[src/hdl/hmng_pkg.sv]
// shared types, constants and helpers for the heightmap mesh normal generator
package hmng_pkg;

   localparam int VERTS_PER_CELL = 3 * 2;
   localparam int DIV_STEPS = 48;
   localparam int SQRT_STEPS = 32;

   localparam logic [15:0] NORMAL_ONE = 16'd16384;
   localparam logic [15:0] CELL_WIDTH_RESET = 16'd256;
   localparam logic [15:0] CELL_HEIGHT_RESET = 16'd256;
   localparam logic [10:0] GRID_COLUMNS_RESET = 11'd1024;
   localparam logic [15:0] GRID_ROWS_RESET = 16'd1024;

   typedef enum logic [1:0] {
      REG_CELL_WIDTH   = 2'd0,
      REG_CELL_HEIGHT  = 2'd1,
      REG_GRID_COLUMNS = 2'd2,
      REG_GRID_ROWS    = 2'd3
   } reg_index_type;

   // a = lower left, b = lower right, c = upper left, d = upper right
   typedef enum logic [1:0] {
      CORNER_A = 2'd0,
      CORNER_B = 2'd1,
      CORNER_C = 2'd2,
      CORNER_D = 2'd3
   } corner_type;

   typedef struct packed {
      logic [15:0] cell_width;
      logic [15:0] cell_height;
      logic [10:0] grid_columns;
      logic [15:0] grid_rows;
   } cfg_type;

   typedef struct packed {
      logic [31:0] za;
      logic [31:0] zb;
      logic [31:0] zc;
      logic [31:0] zd;
      logic [15:0] cj;
      logic [15:0] ci;
      logic [15:0] col_span;
      logic [15:0] row_span;
   } job_type;

   typedef enum logic [1:0] {
      F_IDLE,
      F_READ,
      F_WRITE
   } front_state_type;

   typedef enum logic [3:0] {
      B_IDLE,
      B_MUL,
      B_MAX,
      B_NORM,
      B_SHIFT,
      B_SQ,
      B_SQRT,
      B_DLOAD,
      B_DIV,
      B_EMIT
   } back_state_type;

   // triangles a,b,d and a,d,c
   function automatic corner_type vertex_corner(input logic [2:0] idx);
      corner_type c;
      case (idx)
         3'd0: c = CORNER_A;
         3'd1: c = CORNER_B;
         3'd2: c = CORNER_D;
         3'd3: c = CORNER_A;
         3'd4: c = CORNER_D;
         3'd5: c = CORNER_C;
         default: c = CORNER_A;
      endcase
      return c;
   endfunction

endpackage

[src/hdl/hmng_fifo.sv]
// short job queue between front end and back end
module hmng_fifo import hmng_pkg::*; #(
   parameter int DEPTH = 2
) (
   input  logic    clock,
   input  logic    reset,
   input  logic    push,
   input  job_type push_job,
   output logic    full,
   input  logic    pop,
   output job_type pop_job,
   output logic    empty
);

   localparam int AW = $clog2(DEPTH);
   localparam int NW = $clog2(DEPTH + 1);

   job_type       mem_ff [DEPTH];
   logic [AW-1:0] wr_ptr_ff, rd_ptr_ff;
   logic [NW-1:0] count_ff;

   assign full    = (count_ff == NW'(DEPTH));
   assign empty   = (count_ff == '0);
   assign pop_job = mem_ff[rd_ptr_ff];

   always_ff @(posedge clock) begin
      if (reset) begin
         wr_ptr_ff <= '0;
         rd_ptr_ff <= '0;
         count_ff  <= '0;
      end else begin
         if (push) begin
            wr_ptr_ff <= (wr_ptr_ff == AW'(DEPTH - 1)) ? '0 : wr_ptr_ff + AW'(1);
         end
         if (pop) begin
            rd_ptr_ff <= (rd_ptr_ff == AW'(DEPTH - 1)) ? '0 : rd_ptr_ff + AW'(1);
         end
         if (push && !pop) begin
            count_ff <= count_ff + NW'(1);
         end else if (pop && !push) begin
            count_ff <= count_ff - NW'(1);
         end
      end
   end

   always_ff @(posedge clock) begin
      if (push) begin
         mem_ff[wr_ptr_ff] <= push_job;
      end
   end

   a_no_overflow: assert property (@(posedge clock) disable iff (reset) push |-> !full)
      else $error("job pushed into full queue");
   a_no_underflow: assert property (@(posedge clock) disable iff (reset) pop |-> !empty)
      else $error("job popped from empty queue");

endmodule

[config.mk]
export PLATFORM = sky130hd
export DESIGN_NAME = hmng_fifo
export DESIGN_NICKNAME = d
export VERILOG_FILES = /design/src/hdl/hmng_pkg.sv /design/src/hdl/hmng_fifo.sv
export SDC_FILE = /design/constraint.sdc
export NUM_CORES = 1
export LEC_CHECK = 0
export BUFFER_PORTS_ARGS = -buffer_cell sky130_fd_sc_hd__buf_2
export CORE_ASPECT_RATIO = 1.25
export CORE_MARGIN = 5
export CORE_UTILIZATION = 54
export DETAILED_ROUTE_END_ITERATION = 8
export HOLD_SLACK_MARGIN = 0.06
export PLACE_DENSITY = 0.81
export SYNTH_ARGS = -nofsm -noshare
export SYNTH_HDL_FRONTEND = slang
export SYNTH_SLANG_ARGS = --single-unit
[constraint.sdc]
create_clock -name clock -period 34.7 [get_ports clock]
set_input_delay 6.94 -clock clock [delete_from_list [all_inputs] [get_ports clock]]
set_output_delay 6.94 -clock clock [all_outputs]
set_load 0.05 [all_outputs]
# --- Word level (Yosys, flattened, before mapping) ---
# Memory sizes are Yosys's and may differ from the RTL's. A register that Yosys moved wholly into a read port is not among the register bits.
# Index checks and enable logic that the tools add are counted.
word_totals:
  register_bits: 4
  latchBits: 0
  mem_bits_rw: 384
  romBits: 0
  input_bits: 196
  out_inout_bits: 194
  n_memories: 1
mem_list:
  columns: ["name", "depth", "width", "rd", "rd_clocked_by_memory_dff", "wr", "line_no", "text"]
  rows:
  - ["mem_ff", 2, 192, 1, 1, 1, "hmng_fifo.sv:18", "job_type mem_ff [DEPTH];"]
op_classes:
  n_addsub: 4
  multipliers: 0
  n_div: 0
  n_lt_le_gt_ge: 0
  eq_ne: 1
  shift: 0
  n_mux: 8
  bitwise_logic: 0
  n_reduce_logical: 6
op_table:
  columns: ["cell", "n"]
  rows:
  - ["two-way mux 1 bit", 6]
  - ["two-way mux 2 bit", 2]
  - ["adder 1 bit (second input constant)", 2]
  - ["adder 2 x 1 -> 2 bit (second input constant)", 1]
  - ["== test 2 bit (second input constant)", 1]
  - ["logical AND 1 bit", 2]
  - ["logical NOT 1 bit", 2]
  - ["logical NOT 2 bit", 1]
  - ["nonzero test 2 bit", 1]
  - ["subtractor 2 x 1 -> 2 bit (second input constant)", 1]

# --- Depth between registers and ports, before layout ---
depth:
  depth_word: 4
  mapped_depth: 5
  depth_no_buf: 5

# --- Worst setup path after synthesis ---
# No wires, ideal clock.
synth_path:
  path_kind: "input to register"
  startpoint: "in push"
  endpoint: "mem mem_ff[0][0] in the netlist's numbering (enable)"
  setup_ns: 0.770
  t_arrival_ns: 15.222
  required_ns: 33.930
  path_slack_ns: 18.708
  stages: 1
  n_path_buf: 0
  cell_sequence: "nor2b_1"
synth_via:
  elab_chain_len: 2
synth_rtl:
  columns: ["item", "line_no", "text"]
  rows:
  - ["from (decl)", "hmng_fifo.sv:7", "input logic push,"]
  - ["two-way mux 1 bit", "hmng_fifo.sv:47", "if (push) begin"]
  - ["two-way mux 1 bit (not written as such)", "hmng_fifo.sv:48", "mem_ff[wr_ptr_ff] <= push_job;"]
  - ["to (decl)", "hmng_fifo.sv:18", null]
# Every way passes these cells.

==> flow_summary.ini <==
[die]
io_pins = 390
core_area_um2 = 25900
die_w_um = 155
die-area_um2 = 29500
row_count = 66
die_h_um = 191
start_util_pct = 54.5

[clocking]
cts.clk_slew.worst_paths_ps = 60
numCtsBuffers = 37
cts_setup_buffers = 0
max-clock-path-buffers = 3
clock-sinks = 389
cts_resized = 0
hold_buffers = 0
clkLatencyLatePin_ps = 510
cts_tree = built
h-tree-depth = 2
cts-root-buf = clkbuf_16

[pwr]
powerDensity_nw_per_um2 = 64.4
peakVddDrop_v = 0.0000518
p_int_mw = 0.824
seq_power_share_pct = 49.5
p_leak_nw = 6.54
p_sw_share_pct = 26.8
p_sw_mw = 0.303
share_comb_of_total_power_pct = 16.5
pwr-share-clk_pct = 34.0

[finish]
final_common_cell = buf_2
design_area_um2 = 17500
nets = 1228
synthToLayoutAreaGrowth_pct = 23.8
fin_cells = 1400
nFillCells = 1708
mostFrequentLayoutCells = buf_2 (389), edfxtp_1 (384), mux2_2 (192)
layout-drive-gt1-share_pct = 60.1

[worst_hold_path]
hold_path_class = register to register
whs_path_depth = 2
min_to = count_ff[1]
hold_start = count_ff[1]

[flow_run]
max_cap_violations = 0

[sta]
fin_hold_ws_ps = 510
clock_skew_ps = 11.7
finalHoldViolations = 0
setup_viol = 0
worst_pin_slew_ps = 1250
slew_viol_final = 0
layout_setup_ws_ps = 24850
tns_ps = 0
fmax_mhz = 102
slew_headroom_pct = 16.6
fin_crit_ps = 9850
timing.final.crit_share_pct = 28.4
rsz0062_at_grt = no

[detailed_routing]
first_pass_iters = 5
drtIter0Drc = 306
avgViaCountPerCell = 5.20
drc_errors = 0
postRouteWirelength_um = 28900
wl_per_cell_um = 20.7
final_antenna_net_count = 0
via_count = 7277

[placed_design]
io_buffers = 389
dp_hpwl_um = 19100
placed_area_um2 = 16300
post-place-ws_ps = 25350
place_congestion = 0.777
dp.cells = 1332

[synth]
muxShareOfSynthArea_pct = 15.3
syn_area_um2 = 14100
synthCells = 619
synth.area.top_cells = edfxtp_1 (82%), mux2_2 (15%), buf_6 (1.6%), dfxtp_1 (0.71%), nor2_1 (0.13%)
ys_ff_latch = 389
synth-simple-area-share_pct = 0.319
yosys.area.top_type = edfxtp_1
ys.warnings.count = 0
ys_types = 16
ys_seq_area_share_pct = 82.3
synth_top_family_by_area = multiplexers
synth-compound-area-share_pct = 0.0708
synthAdderAreaFrac_pct = 0.0886
avgSynthCellArea_um2 = 22.8
synth_fp_nets = 816
synth_top_area_share_pct = 81.6
synthXorXnorAreaFrac_pct = 0.248

[global_routing]
grt_remaining_overflow = 0
grt_pass1_vias = 7961
track_usage_pct = 19.3
antenna_found_initial = 11
grt_max_degree = 193
grt_pass1_wl_um = 43700

[worst_setup_path]
arrival_ps = 2910
r2r-start = wr_ptr_ff
required_ps = 27760
path_cells = buf_4 > mux2_2 > buf_2
cp_slowest_cell = buf_4
critPathTopFamily = buffers and inverters
cpPeakStageDelay_ps = 830
cp.buffers_inverters = 2
criticalPathCategory = register to output pin
reg2reg_slack_ps = 32320
critPathMaxFanout = 72
endpoint_kind = output pin
start_kind = register
r2r_cells = 2
rr_endpoint = mem_ff[1][35]

[run_status]
status = complete, no violations
[Yosys cell counts]
library cell	number
a21oi_1	1
and2_1	1
and2b_1	1
buf_2	1
buf_6	20
dfxtp_1	5
edfxtp_1	384
ha_1	1
inv_1	1
mux2_2	192
nor2_1	5
nor2b_1	1
o21ai_0	1
or3_1	1
xnor2_1	2
xor2_1	2
[layout make-up]
class / instances / area [um^2] / share of cell area, %
antenna: 5 / 12.5 / 0.0715
clock buffer: 43 / 948 / 5.42
clock inverter: 20 / 194 / 1.11
inverter: 1 / 3.75 / 0.0215
multi-input combinational: 208 / 2270 / 13.0
sequential: 389 / 11600 / 66.5
tap: 340 / 425 / 2.43
timing repair buffer: 394 / 2000 / 11.4
[how the worst max path moves through the flow]
stage	start	to	slack, ps	cells after the start
after global placement	register	pop_job[159]	25330	3
after detailed placement	register	pop_job[159]	25350	3
after CTS	register	pop_job[159]	24770	3
after floorplan	push	mem_ff[0][0]	18710	1
after global routing	register	pop_job[159]	24690	3
final	register	pop_job[159]	24850	3
[per-stage QoR]
| stage | util [%] | power [mW] |
|---|---|---|
| 5_1_grt | 67.5 | 1.17 |
| 4_1_cts | 67.4 | 1.14 |
| 6_report | 67.5 | 1.13 |
| 2_1_floorplan | - | 0.714 |
| 3_5_place_dp | 63.0 | 0.755 |
| 3_3_place_gp | 63.0 | 0.751 |
[logic make-up (layout without fill, tap and decap cells)]
kind of cell	Yosys count	in the layout
flops	389	389
mux	192	192
buf+inv	22	458
simple gates	9	9
xor+xnor	4	4
compound gates	2	2
fa+ha+maj	1	1
other cells	0	5
[routing by layer]
metal | global-route usage, % | share of wire [%] | vias to the layer above
met2 | 33.7 | 53 | 312
li1 | - | - | 3308
met1 | 21.4 | 34 | 3575
met4 | 8.43 | 3.8 | 10
met3 | 6.63 | 8.7 | 72
met5 | 0 | 0.22 | -
[flip-flops by register name (all words and copies together) (netlist names), named ones only]
signal	cells
mem_ff	384
rd_ptr_ff	1
count_ff	2
wr_ptr_ff	1
[power by group through the flow]
stage | combinational, mW | sequential, mW | clock (mW)
2_1_floorplan | 0.144 | 0.570 | 0
3_3_place_gp | 0.185 | 0.566 | 0
3_5_place_dp | 0.186 | 0.568 | 0
4_1_cts | 0.187 | 0.559 | 0.393
5_1_grt | 0.194 | 0.560 | 0.416
6_report | 0.186 | 0.558 | 0.383
[worst reg2reg max path, cell delays in order (launching register included)]
cell and delay [ps]:
dfxtp_1 410, and2_4 570, buf_4 880
(Power assumes the default switching activity.)
